### config.mk
export PLATFORM = sky130hd
export DESIGN_NAME = book_cancel_pressure_tracker
export DESIGN_NICKNAME = d
export VERILOG_FILES = /design/src/sv/bcpt_pkg.sv /design/src/sv/bcpt_div.sv /design/src/sv/bcpt_ctrl.sv /design/src/sv/bcpt_dp.sv /design/src/sv/book_cancel_pressure_tracker.sv
export SDC_FILE = /design/constraint.sdc
export NUM_CORES = 2
export LEC_CHECK = 0
export ABC_AREA = 1
export BUFFER_PORTS_ARGS = -buffer_cell sky130_fd_sc_hd__buf_2
export CAP_MARGIN = 15
export CORE_ASPECT_RATIO = 1.25
export CORE_MARGIN = 3
export CORE_UTILIZATION = 45
export CTS_BUF_LIST = sky130_fd_sc_hd__clkbuf_8
export DETAILED_ROUTE_END_ITERATION = 10
export HOLD_SLACK_MARGIN = 0.08
export PLACE_DENSITY = 0.73
export SLEW_MARGIN = 20
export SYNTH_ARGS = -nofsm -noshare
export SYNTH_HDL_FRONTEND = slang
export SYNTH_SLANG_ARGS = --single-unit
### constraint.sdc
create_clock -name clock -period 35.6 [get_ports clock]
set_input_delay 10.68 -clock clock [delete_from_list [all_inputs] [get_ports clock]]
set_output_delay 10.68 -clock clock [all_outputs]
set_load 0.05 [all_outputs]
### src/sv/bcpt_pkg.sv
// bcpt_pkg: shared widths, event codes, controller states and command struct
// for the book cancel pressure tracker; no dependencies
package bcpt_pkg;

   localparam int QTY_W   = 48;   // signed quantity / depth on the input side
   localparam int MAG_W   = 47;   // clamped magnitude
   localparam int ACC_W   = 48;   // pending trade accumulator
   localparam int PX_W    = 14;   // prices, tick size and quotients
   localparam int KIND_W  = 2;
   localparam int SIDE_W  = 2;
   localparam int SIGN_W  = 2;
   localparam int STEP_W  = $clog2(PX_W);

   localparam logic [SIGN_W-1:0] LANE_SIGN_RESET = 2'sd1;
   localparam logic [SIGN_W-1:0] LANE_SIGN_POS   = 2'b01;
   localparam logic [SIGN_W-1:0] LANE_SIGN_NEG   = 2'b11;

   localparam logic [KIND_W-1:0] KIND_BOOK    = 2'd0;
   localparam logic [KIND_W-1:0] KIND_TRADE   = 2'd1;
   localparam logic [KIND_W-1:0] KIND_INVALID = 2'd2;
   localparam logic [KIND_W-1:0] KIND_OTHER   = 2'd3;

   localparam logic [SIDE_W-1:0] SIDE_BUY  = 2'd0;
   localparam logic [SIDE_W-1:0] SIDE_SELL = 2'd1;

   typedef enum logic [1:0] {
      ST_IDLE,
      ST_DIV,
      ST_DONE
   } state_type;

   typedef struct packed {
      logic load;     // capture the item and seed the dividers
      logic step;     // one quotient bit
      logic commit;   // update tracker state, load the result register
   } ctrl_cmd_type;

endpackage

### src/sv/bcpt_div.sv
// bcpt_div: restoring divider, one quotient bit per step
// depends on bcpt_pkg
module bcpt_div (
   input  logic                      clock,
   input  logic                      load,
   input  logic                      step,
   input  logic [bcpt_pkg::PX_W-1:0] dividend,
   input  logic [bcpt_pkg::PX_W-1:0] divisor,
   output logic [bcpt_pkg::PX_W-1:0] quotient
);
   import bcpt_pkg::*;

   logic [PX_W-1:0] rem_ff, rem_in;
   logic [PX_W-1:0] quo_ff, quo_in;
   logic [PX_W-1:0] dvs_ff, dvs_in;
   logic [PX_W:0]   trial;
   logic [PX_W:0]   diff;
   logic            ge;

   always_comb begin
      trial  = {rem_ff, quo_ff[PX_W-1]};
      diff   = trial - {1'b0, dvs_ff};
      ge     = (trial >= {1'b0, dvs_ff});
      rem_in = rem_ff;
      quo_in = quo_ff;
      dvs_in = dvs_ff;
      if (load) begin
         rem_in = '0;
         quo_in = dividend;
         dvs_in = divisor;
      end else if (step) begin
         rem_in = ge ? diff[PX_W-1:0] : trial[PX_W-1:0];
         quo_in = {quo_ff[PX_W-2:0], ge};
      end
   end

   always_ff @(posedge clock) begin
      rem_ff <= rem_in;
      quo_ff <= quo_in;
      dvs_ff <= dvs_in;
   end

   assign quotient = quo_ff;

endmodule

### src/sv/bcpt_ctrl.sv
// bcpt_ctrl: sequencer for accept, divide, commit and result handoff
// depends on bcpt_pkg
module bcpt_ctrl (
   input  logic                   clock,
   input  logic                   reset,
   input  logic                   req_valid,
   output logic                   req_ready,
   output logic                   rsp_valid,
   input  logic                   rsp_ready,
   output bcpt_pkg::ctrl_cmd_type cmd
);
   import bcpt_pkg::*;

   localparam logic [STEP_W-1:0] LAST_STEP = STEP_W'(PX_W - 1);

   state_type         state_ff, state_in;
   logic [STEP_W-1:0] cnt_ff, cnt_in;
   logic              valid_ff, valid_in;
   logic              slot_free;

   assign slot_free = !valid_ff || rsp_ready;

   // next state
   always_comb begin
      state_in = state_ff;
      case (state_ff)
         ST_IDLE: if (req_valid) state_in = ST_DIV;
         ST_DIV:  if (cnt_ff == LAST_STEP) state_in = ST_DONE;
         ST_DONE: if (slot_free) state_in = ST_IDLE;
         default: state_in = ST_IDLE;
      endcase
   end

   // outputs
   always_comb begin
      cmd        = '0;
      req_ready  = 1'b0;
      cnt_in     = cnt_ff;
      valid_in   = valid_ff && !rsp_ready;
      case (state_ff)
         ST_IDLE: begin
            req_ready = 1'b1;
            cmd.load  = req_valid;
            cnt_in    = '0;
         end
         ST_DIV: begin
            cmd.step = 1'b1;
            cnt_in   = cnt_ff + 1'b1;
         end
         ST_DONE: begin
            cmd.commit = slot_free;
            if (slot_free) valid_in = 1'b1;
         end
         default: ;
      endcase
   end

   always_ff @(posedge clock) begin
      if (reset) begin
         state_ff <= ST_IDLE;
         cnt_ff   <= '0;
         valid_ff <= 1'b0;
      end else begin
         state_ff <= state_in;
         cnt_ff   <= cnt_in;
         valid_ff <= valid_in;
      end
   end

   assign rsp_valid = valid_ff;

endmodule

### src/sv/bcpt_dp.sv
// bcpt_dp: item capture, tracker state, cancel estimate and result register
// depends on bcpt_pkg and bcpt_div
module bcpt_dp (
   input  logic                          clock,
   input  logic                          reset,
   input  bcpt_pkg::ctrl_cmd_type        cmd,
   input  logic                          csr_we,
   input  logic signed [bcpt_pkg::SIGN_W-1:0] csr_wdata,
   input  logic [bcpt_pkg::KIND_W-1:0]   req_event_kind,
   input  logic [bcpt_pkg::SIDE_W-1:0]   req_trade_side,
   input  logic signed [bcpt_pkg::QTY_W-1:0] req_trade_quantity,
   input  logic                          req_book_ok,
   input  logic                          req_lineage_ok,
   input  logic [bcpt_pkg::PX_W-1:0]     req_tick_size,
   input  logic [bcpt_pkg::PX_W-1:0]     req_best_bid_price,
   input  logic [bcpt_pkg::PX_W-1:0]     req_best_ask_price,
   input  logic signed [bcpt_pkg::QTY_W-1:0] req_bid_depth_five,
   input  logic signed [bcpt_pkg::QTY_W-1:0] req_ask_depth_five,
   output logic                          rsp_feed_healthy,
   output logic                          rsp_ticks_valid,
   output logic [bcpt_pkg::PX_W-1:0]     rsp_bid_tick,
   output logic [bcpt_pkg::PX_W-1:0]     rsp_ask_tick,
   output logic [bcpt_pkg::MAG_W-1:0]    rsp_bid_depth_out,
   output logic [bcpt_pkg::MAG_W-1:0]    rsp_ask_depth_out,
   output logic [bcpt_pkg::MAG_W-1:0]    rsp_buy_trade_delta,
   output logic [bcpt_pkg::MAG_W-1:0]    rsp_sell_trade_delta,
   output logic [bcpt_pkg::MAG_W-1:0]    rsp_bid_cancel_delta,
   output logic [bcpt_pkg::MAG_W-1:0]    rsp_ask_cancel_delta
);
   import bcpt_pkg::*;

   function automatic logic [MAG_W-1:0] clamp(input logic [QTY_W-1:0] v);
      return v[QTY_W-1] ? '0 : v[MAG_W-1:0];
   endfunction

   function automatic logic [ACC_W-1:0] sat_add(input logic [ACC_W-1:0] a,
                                                input logic [MAG_W-1:0] b);
      logic [ACC_W:0] s;
      s = {1'b0, a} + {2'b00, b};
      return s[ACC_W] ? '1 : s[ACC_W-1:0];
   endfunction

   function automatic logic [MAG_W-1:0] removal(input logic [MAG_W-1:0] prev,
                                                input logic [MAG_W-1:0] cur);
      logic [MAG_W:0] d;
      d = {1'b0, prev} - {1'b0, cur};
      return d[MAG_W] ? '0 : d[MAG_W-1:0];
   endfunction

   function automatic logic [MAG_W-1:0] net(input logic [MAG_W-1:0] rem,
                                            input logic [ACC_W-1:0] pend);
      logic [ACC_W:0] d;
      d = {2'b00, rem} - {1'b0, pend};
      return d[ACC_W] ? '0 : d[MAG_W-1:0];
   endfunction

   // configuration
   logic [SIGN_W-1:0] lane_sign_ff;

   // captured item
   logic [KIND_W-1:0] kind_ff;
   logic [SIDE_W-1:0] side_ff;
   logic [MAG_W-1:0]  qty_ff, bid_d_ff, ask_d_ff;
   logic              book_ok_ff, lineage_ok_ff, tick_nz_ff;

   // tracker state
   logic [MAG_W-1:0]  last_bid_ff, last_bid_in, last_ask_ff, last_ask_in;
   logic [ACC_W-1:0]  pend_bid_ff, pend_bid_in, pend_ask_ff, pend_ask_in;
   logic              seen_ff, seen_in;

   // depth contraction, registered from the last and captured depths, settled before the commit
   logic [MAG_W-1:0]  rem_bid_ff, rem_ask_ff;

   logic [PX_W-1:0]   bid_q, ask_q;
   logic              book_good, invalidated, sign_good;
   logic [MAG_W-1:0]  buy_d, sell_d, bid_c, ask_c;

   bcpt_div u_div_bid (
      .clock    (clock),
      .load     (cmd.load),
      .step     (cmd.step),
      .dividend (req_best_bid_price),
      .divisor  (req_tick_size),
      .quotient (bid_q)
   );

   bcpt_div u_div_ask (
      .clock    (clock),
      .load     (cmd.load),
      .step     (cmd.step),
      .dividend (req_best_ask_price),
      .divisor  (req_tick_size),
      .quotient (ask_q)
   );

   always_ff @(posedge clock) begin
      if (reset) lane_sign_ff <= LANE_SIGN_RESET;
      else if (csr_we) lane_sign_ff <= csr_wdata;
   end

   always_ff @(posedge clock) begin
      if (cmd.load) begin
         kind_ff       <= req_event_kind;
         side_ff       <= req_trade_side;
         qty_ff        <= clamp(req_trade_quantity);
         book_ok_ff    <= req_book_ok;
         lineage_ok_ff <= req_lineage_ok;
         tick_nz_ff    <= (req_tick_size != '0);
         bid_d_ff      <= clamp(req_bid_depth_five);
         ask_d_ff      <= clamp(req_ask_depth_five);
      end
      rem_bid_ff <= removal(last_bid_ff, bid_d_ff);
      rem_ask_ff <= removal(last_ask_ff, ask_d_ff);
   end

   always_comb begin
      sign_good   = (lane_sign_ff == LANE_SIGN_POS) || (lane_sign_ff == LANE_SIGN_NEG);
      book_good   = book_ok_ff && lineage_ok_ff && tick_nz_ff;
      invalidated = (kind_ff == KIND_INVALID);
      buy_d       = '0;
      sell_d      = '0;
      bid_c       = '0;
      ask_c       = '0;
      last_bid_in = last_bid_ff;
      last_ask_in = last_ask_ff;
      pend_bid_in = pend_bid_ff;
      pend_ask_in = pend_ask_ff;
      seen_in     = seen_ff;
      if (kind_ff == KIND_TRADE) begin
         if (side_ff == SIDE_BUY) begin
            buy_d       = qty_ff;
            pend_ask_in = sat_add(pend_ask_ff, qty_ff);
         end else if (side_ff == SIDE_SELL) begin
            sell_d      = qty_ff;
            pend_bid_in = sat_add(pend_bid_ff, qty_ff);
         end
      end
      if (!book_good || invalidated) begin
         last_bid_in = '0;
         last_ask_in = '0;
         pend_bid_in = '0;
         pend_ask_in = '0;
         seen_in     = 1'b0;
      end else if (kind_ff == KIND_BOOK) begin
         if (seen_ff) begin
            bid_c = net(rem_bid_ff, pend_bid_ff);
            ask_c = net(rem_ask_ff, pend_ask_ff);
         end
         last_bid_in = bid_d_ff;
         last_ask_in = ask_d_ff;
         pend_bid_in = '0;
         pend_ask_in = '0;
         seen_in     = 1'b1;
      end
   end

   always_ff @(posedge clock) begin
      if (reset) begin
         last_bid_ff <= '0;
         last_ask_ff <= '0;
         pend_bid_ff <= '0;
         pend_ask_ff <= '0;
         seen_ff     <= 1'b0;
      end else if (cmd.commit) begin
         last_bid_ff <= last_bid_in;
         last_ask_ff <= last_ask_in;
         pend_bid_ff <= pend_bid_in;
         pend_ask_ff <= pend_ask_in;
         seen_ff     <= seen_in;
      end
   end

   // result register
   always_ff @(posedge clock) begin
      if (cmd.commit) begin
         rsp_feed_healthy     <= sign_good && book_good && !invalidated;
         rsp_ticks_valid      <= tick_nz_ff;
         rsp_bid_tick         <= tick_nz_ff ? bid_q : '0;
         rsp_ask_tick         <= tick_nz_ff ? ask_q : '0;
         rsp_bid_depth_out    <= bid_d_ff;
         rsp_ask_depth_out    <= ask_d_ff;
         rsp_buy_trade_delta  <= buy_d;
         rsp_sell_trade_delta <= sell_d;
         rsp_bid_cancel_delta <= bid_c;
         rsp_ask_cancel_delta <= ask_c;
      end
   end

endmodule

### src/sv/book_cancel_pressure_tracker.sv
// book_cancel_pressure_tracker: top level, controller plus datapath
// depends on bcpt_pkg, bcpt_ctrl, bcpt_dp (which holds two bcpt_div)
// after accept: 14 divide steps, then commit loads the result register and raises rsp_valid
// one item at a time: a new item is accepted only after the last one commits, paced by the bit-serial tick dividers
// the result register frees the output side; a held result stalls only commit
// reset (synchronous, active high) clears tracker state and sets lane sign to +1
module book_cancel_pressure_tracker (
   input  logic                                clock,
   input  logic                                reset,
   // configuration
   input  logic                                csr_we,
   input  logic signed [bcpt_pkg::SIGN_W-1:0]  csr_wdata,
   // input item channel
   input  logic                                req_valid,
   output logic                                req_ready,
   input  logic [bcpt_pkg::KIND_W-1:0]         req_event_kind,
   input  logic [bcpt_pkg::SIDE_W-1:0]         req_trade_side,
   input  logic signed [bcpt_pkg::QTY_W-1:0]   req_trade_quantity,
   input  logic                                req_book_ok,
   input  logic                                req_lineage_ok,
   input  logic [bcpt_pkg::PX_W-1:0]           req_tick_size,
   input  logic [bcpt_pkg::PX_W-1:0]           req_best_bid_price,
   input  logic [bcpt_pkg::PX_W-1:0]           req_best_ask_price,
   input  logic signed [bcpt_pkg::QTY_W-1:0]   req_bid_depth_five,
   input  logic signed [bcpt_pkg::QTY_W-1:0]   req_ask_depth_five,
   // result item channel
   output logic                                rsp_valid,
   input  logic                                rsp_ready,
   output logic                                rsp_feed_healthy,
   output logic                                rsp_ticks_valid,
   output logic [bcpt_pkg::PX_W-1:0]           rsp_bid_tick,
   output logic [bcpt_pkg::PX_W-1:0]           rsp_ask_tick,
   output logic [bcpt_pkg::MAG_W-1:0]          rsp_bid_depth_out,
   output logic [bcpt_pkg::MAG_W-1:0]          rsp_ask_depth_out,
   output logic [bcpt_pkg::MAG_W-1:0]          rsp_buy_trade_delta,
   output logic [bcpt_pkg::MAG_W-1:0]          rsp_sell_trade_delta,
   output logic [bcpt_pkg::MAG_W-1:0]          rsp_bid_cancel_delta,
   output logic [bcpt_pkg::MAG_W-1:0]          rsp_ask_cancel_delta
);
   import bcpt_pkg::*;

   // load / step / commit strobes from the sequencer
   ctrl_cmd_type cmd;

   // sequencer: idle until an item arrives, then 14 divide steps, then commit
   // once the result register is empty or being drained
   bcpt_ctrl u_ctrl (
      .clock     (clock),
      .reset     (reset),
      .req_valid (req_valid),
      .req_ready (req_ready),
      .rsp_valid (rsp_valid),
      .rsp_ready (rsp_ready),
      .cmd       (cmd)
   );

   // datapath: item capture with clamping, two tick dividers, cancel estimate,
   // saturating trade accumulators and the result register
   bcpt_dp u_dp (
      .clock                (clock),
      .reset                (reset),
      .cmd                  (cmd),
      .csr_we               (csr_we),
      .csr_wdata            (csr_wdata),
      .req_event_kind       (req_event_kind),
      .req_trade_side       (req_trade_side),
      .req_trade_quantity   (req_trade_quantity),
      .req_book_ok          (req_book_ok),
      .req_lineage_ok       (req_lineage_ok),
      .req_tick_size        (req_tick_size),
      .req_best_bid_price   (req_best_bid_price),
      .req_best_ask_price   (req_best_ask_price),
      .req_bid_depth_five   (req_bid_depth_five),
      .req_ask_depth_five   (req_ask_depth_five),
      .rsp_feed_healthy     (rsp_feed_healthy),
      .rsp_ticks_valid      (rsp_ticks_valid),
      .rsp_bid_tick         (rsp_bid_tick),
      .rsp_ask_tick         (rsp_ask_tick),
      .rsp_bid_depth_out    (rsp_bid_depth_out),
      .rsp_ask_depth_out    (rsp_ask_depth_out),
      .rsp_buy_trade_delta  (rsp_buy_trade_delta),
      .rsp_sell_trade_delta (rsp_sell_trade_delta),
      .rsp_bid_cancel_delta (rsp_bid_cancel_delta),
      .rsp_ask_cancel_delta (rsp_ask_cancel_delta)
   );

endmodule
## Yosys cells after proc, flatten, opt, wreduce, memory -nomap -nowiden

Cells that the tools add are included.

| storage, ports and cells | value |
|---|---|
| bits in registers | 824 |
| input port bits | 199 |
| output and inout port bits | 314 |
| logic and storage cells | 125 |

| operators by class | value |
|---|---|
| order comparisons | 2 |
| multiplexer cells | 34 |
| eq/ne operators | 12 |
| $add $sub $neg | 9 |
| reduce and logical (&&, ||, !) cells | 30 |
| bitwise operators | 4 |

Operators by type and width:

| operator | number |
|---|---|
| $mux 48 | 11 |
| $mux 47 | 4 |
| $add 48x47->49 | 2 |
| $sub 47x48->49 | 2 |
| $sub 47x47->48 | 2 |
| $mux 14 | 6 |
| $ge 15x14->1 | 2 |
| $sub 14x14->14 | 2 |
| $reduce_bool 14->1 | 1 |
| $reduce_bool 3->1 | 3 |
| $eq 2x1->1 const B | 4 |
| $mux 1 | 8 |
| $pmux 4 s2 | 1 |
| $reduce_or 4->1 | 2 |
| $eq 2x2->1 const B | 3 |
| $logic_not 2->1 | 3 |
| $mux 2 | 3 |
| $pmux 2 s3 | 1 |
| $reduce_and 3->1 | 2 |
| $reduce_bool 2->1 | 3 |
| $logic_and 1x1->1 | 5 |
| $add 4x1->4 const B | 1 |
| $eq 4x4->1 const B | 1 |
| $logic_not 1->1 | 4 |
| 8 further kinds | 15 |

## Logic depth before layout (Yosys ltp)

| depth | value |
|---|---|
| word-level depth | 7 |
| gate-level depth with buffers | 17 |
| depth with buffers taken out | 17 |

## Modules after synthesis

From an unflattened synthesis, not the netlist that was laid out.

| second synthesis, totals | value |
|---|---|
| cell total of the unflattened synthesis | 7,569 |
| area total of the unflattened synthesis | 53,608.9 sq um |

Modules (own cells, without submodules):

| module | instances | area each (sq um) | cells an instance | seq. area each (sq um) |
|---|---|---|---|---|
| bcpt_dp | 1 | 48,063.6 | 6,831 | 19,538.7 |
| bcpt_div | 2 | 2,603.7 | 345 | 1,121.1 |
| bcpt_ctrl | 1 | 337.8 | 48 | 140.1 |

## Worst setup path after synthesis

OpenSTA, ideal clock, no wires.

| timing | value |
|---|---|
| kind | input port to flip-flop |
| start | input rsp_ready |
| end | register u_dp.last_ask_ff[0] |
| arrival time | 20,265 ps |
| buffers on the path | 2 |
| stages on the path | 7 |
| slack | 15,202 ps |
| path through | nor2_2 -> nor2_2 -> nand2_2 -> buf_2 -> clkbuf_1 -> nand2_1 -> a21oi_1 |

RTL lines:

| element | line | RTL |
|---|---|---|
| start: declaration | book_cancel_pressure_tracker.sv:28 | `input logic rsp_ready,` |
| end signal: assignment | bcpt_dp.sv:166 | `last_ask_ff <= last_ask_in;` |
| end: declaration | bcpt_dp.sv:67 | `logic [MAG_W-1:0] last_bid_ff, last_bid_in, last_ask_ff, last_ask_in;` |

==> impl_metrics.env <==
export IMPL_ys_warn_count=0
export IMPL_critical_path_arrival_ns=13.90
export IMPL_area_growth_pct=13.3
export IMPL_postSynthAreaPerCell_um2=7.17
export IMPL_clk_path_buf_depth=3
export IMPL_cts_tree="built"
export IMPL_max_freq_mhz=76.4
export IMPL_dieArea_um2=122000
export IMPL_dieWidth_um=312
export IMPL_hold_class="reg -> reg"
export IMPL_synth_ff_type="edfxtp_1"
export IMPL_cts_root_buf="clkbuf_8"
export IMPL_design_core_area_um2=116000
export IMPL_end_kind="register"
export IMPL_synth_ff_latch_count=823
export IMPL_synth_cell_types=54
export IMPL_synthSimpleGateAreaFrac=0.265
export IMPL_drt_initial_drc_count=4294
export IMPL_timing_final_ws_setup_ns=22.52
export IMPL_drc_errors=0
export IMPL_grt_usage=0.288
export IMPL_postCtsSetupBuffers=0
export IMPL_worstSkewPairLatency_ns=0.91
export IMPL_grt_pass1_vias=46400
export IMPL_yosys_area_share_adder=0.0769
export IMPL_dieHeight_um=389
export IMPL_hold_depth=2
export IMPL_relSlewSlack=0.257
export IMPL_startpoint_type="primary input"
export IMPL_design_power_total_mw=2.48
export IMPL_seq_power_share=0.449
export IMPL_vias=49000
export IMPL_finalHoldViolations=0
export IMPL_synth_cell_area_um2=52800
export IMPL_first_pass_iters=6
export IMPL_h_tree_depth=4
export IMPL_p_leak_nw=30.0
export IMPL_final_nets=8423
export IMPL_port_buffers=511
export IMPL_cp_required_ns=36.42
export IMPL_synth_compound_area_frac=0.110
export IMPL_synth_xor_area_share=0.0274
export IMPL_routed_wl_um=179000
export IMPL_period_share=0.368
export IMPL_cts_sinks=823
export IMPL_setup_viol=0
export IMPL_grt_pass1_wl_um=270000
export IMPL_setup_tns_ns=0
export IMPL_synth_edff_count=502
export IMPL_whs_ns=0.468
export IMPL_synth_async_reset_ratio=0
export IMPL_antenna_left=0
export IMPL_start_util=0.457
export IMPL_fp_row_count=139
export IMPL_cts_resized=0
export IMPL_io_pins=513
export IMPL_dp_slack_ns=21.27
export IMPL_gp_congestion=0.998
export IMPL_muxShareOfSynthArea=0
export IMPL_synth_nets=7883
export IMPL_rsz0062_at_grt="no"
export IMPL_antenna_found_initial=9
export IMPL_synth_top_family_by_area="simple AND/OR/NAND/NOR gates"
export IMPL_wl_per_cell_um=18.7
export IMPL_yosysSeqAreaShare=0.407
export IMPL_cts_hold_buf=0
export IMPL_worstSetupPathType="in -> reg"
export IMPL_tightest_slew_ns=1.11
export IMPL_p_int_mw=1.69
export IMPL_postLayoutCoreUtil=0.517
export IMPL_peakVddDrop_v=0.0000405
export IMPL_worstPathMaxFanout=95
export IMPL_synthCells=7364
export IMPL_grt_max_degree=152
export IMPL_maxCapViolCount=0
export IMPL_p_sw_frac=0.319
export IMPL_layout_min_cycle_time_ns=13.08
export IMPL_clkTransAtPathRegs_ns=0.06
export IMPL_grt_remaining_overflow=0
export IMPL_comb_power_share=0.177
export IMPL_hpwl_um=142000
export IMPL_power_density_nw_per_um2=41.5
export IMPL_switchingPower_uw=792
export IMPL_cts_inserted_buffers=138
export IMPL_drive_gt1_frac=0.111
export IMPL_clock_skew_ns=0.0553
export IMPL_via_per_inst=5.11
export IMPL_status="finished, final reports clean"
export IMPL_worst_r2r_cell_count=10
export IMPL_final_max_slew_viol_count=0
export IMPL_p_clk_frac=0.375
power groups by stage:
stage / clock, mW / sequential, mW / combinational (mW)
global placement: 0 / 1.13 / 0.429
detailed placement: 0 / 1.13 / 0.434
global route: 0.992 / 1.12 / 0.488
floorplan: 0 / 1.16 / 0.280
CTS: 0.954 / 1.11 / 0.436
finish: 0.930 / 1.11 / 0.439
placed cells by master, fill, tap and decap left out, types with 7 or more instances in the layout:
master     netlist  final
fa_1             8      8
ha_1           312    312
buf_4           17     19
a21boi_0        10     10
nor4_1          14     14
o21ai_0        221    221
nand3_2         15     15
edfxtp_1       502    502
clkbuf_8         0    145
o211ai_1        12     12
o21bai_1        40     40
clkinv_2         0     18
bufinv_16        0     14
xnor2_1         38     38
nand2_1       2017   2016
inv_2           24     24
xor2_1         127    127
nand2_2         18     18
nor2_1         927    927
clkinv_1         2     24
nand3_1        279    279
o21ai_1         68     66
nor3_1          48     48
a21oi_1        569    569
nor2_4           6      7
nand4_1         77     77
buf_2           15    509
o21ai_2          8      8
nor2_2          17     16
a21o_1          32     32
dfxtp_1        321    321
or2_2           15     15
a21oi_2         37     37
a31oi_1         34     34
inv_1         1385   1413
o21a_1           9      9
area by class of cell:
cell class | count | area (µm²)
Timing Repair Buffer | 531 | 2730
Sequential cell | 823 | 21500
Clock inverter | 107 | 983
Antenna cell | 6 | 15.0
Inverter | 1413 | 5320
Tap cell | 1551 | 1940
Multi-Input combinational cell | 4997 | 25400
Clock buffer | 145 | 2000
Fill cell | 11500 | 55800
registers in the layout, indices dropped and copies added (netlist names), 4 cells and up:
register and cells:
u_dp.pend_ask_ff 48, u_dp.pend_bid_ff 48, u_dp.ask_d_ff 47, u_dp.bid_d_ff 47, u_dp.last_ask_ff 47, u_dp.last_bid_ff 47, u_dp.qty_ff 47, u_dp.rem_ask_ff 47
u_dp.rem_bid_ff 47, u_dp.rsp_ask_cancel_delta 47, u_dp.rsp_ask_depth_out 47, u_dp.rsp_bid_cancel_delta 47, u_dp.rsp_bid_depth_out 47, u_dp.rsp_buy_trade_delta 47, u_dp.rsp_sell_trade_delta 47, u_dp.rsp_ask_tick 14
u_dp.rsp_bid_tick 14, u_dp.u_div_ask.quotient 14, u_dp.u_div_ask.rem_ff 14, u_dp.u_div_bid.dvs_ff 14, u_dp.u_div_bid.quotient 14, u_dp.u_div_bid.rem_ff 14, u_ctrl.cnt_ff 4
synth_stat cells, drive strengths merged, types with 4 or more instances:
cell    count  area [µm²]
nand2    2037        7710
inv      1411        5300
nor2      950        3650
a21oi     608        3200
edfxtp    502       15100
dfxtp     321        6430
ha        312        3900
o21ai     297        1520
nand3     294        1550
xor2      127        1110
clkbuf     80         302
nand4      77         482
nor3       52         280
buf        51         402
o21bai     40         300
xnor2      38         333
a21o       34         258
a31oi      34         213
or2        21         131
nor4       17         125
o211ai     12        90.1
a21boi     10        75.1
o21a        9        67.6
fa          8         160
nand3b      4        30.0
cells by family after synthesis:
family                   after synthesis
flip-flops                           823
AO/OA/AOI/OAI                       1053
AND/OR/NAND/NOR                     3459
adder cells (fa/ha/maj)              320
buffers and inverters               1544
XOR/XNOR                             165
through the flow:
step           cells  area [µm²]
2_1_floorplan   7364       52800
3_3_place_gp    9315       56800
3_5_place_dp    9315       56800
4_1_cts         9567       59800
5_1_grt         9568       59800
6_report        9573       59800
path summary, 6_finish.rpt:
kind / slack [ns] / from / end
max: 22.52 / rsp_ready / u_dp.last_ask_ff[37]$_SDFFE_PP0P_
min: 0.47 / u_dp.last_ask_ff[0]$_SDFFE_PP0P_ / u_dp.last_ask_ff[0]$_SDFFE_PP0P_
max reg2reg: 31.71 / u_ctrl.state_ff[1]$_SDFFE_PP0P_ / u_dp.last_ask_ff[37]$_SDFFE_PP0P_
min reg2reg: 0.47 / u_dp.last_ask_ff[0]$_SDFFE_PP0P_ / u_dp.last_ask_ff[0]$_SDFFE_PP0P_
per-layer routing:
metal  up-vias  share of wire  track usage
met1     22500           0.44        0.392
met3       304          0.077       0.0535
met5         -        0.00014            0
met4         4          0.036        0.108
met2      1748           0.44        0.458
li1      24400              -            -
worst max-delay path, stage by stage:
cell     delay (ns)
buf_2          0.08
nor2_2         0.10
nor2_4         0.83
nand2_4        0.56
buf_4          0.47
nor2_4         0.15
buf_6          0.58
nand2_1        0.12
a21oi_1        0.17
Power figures use the tool's default switching activity.
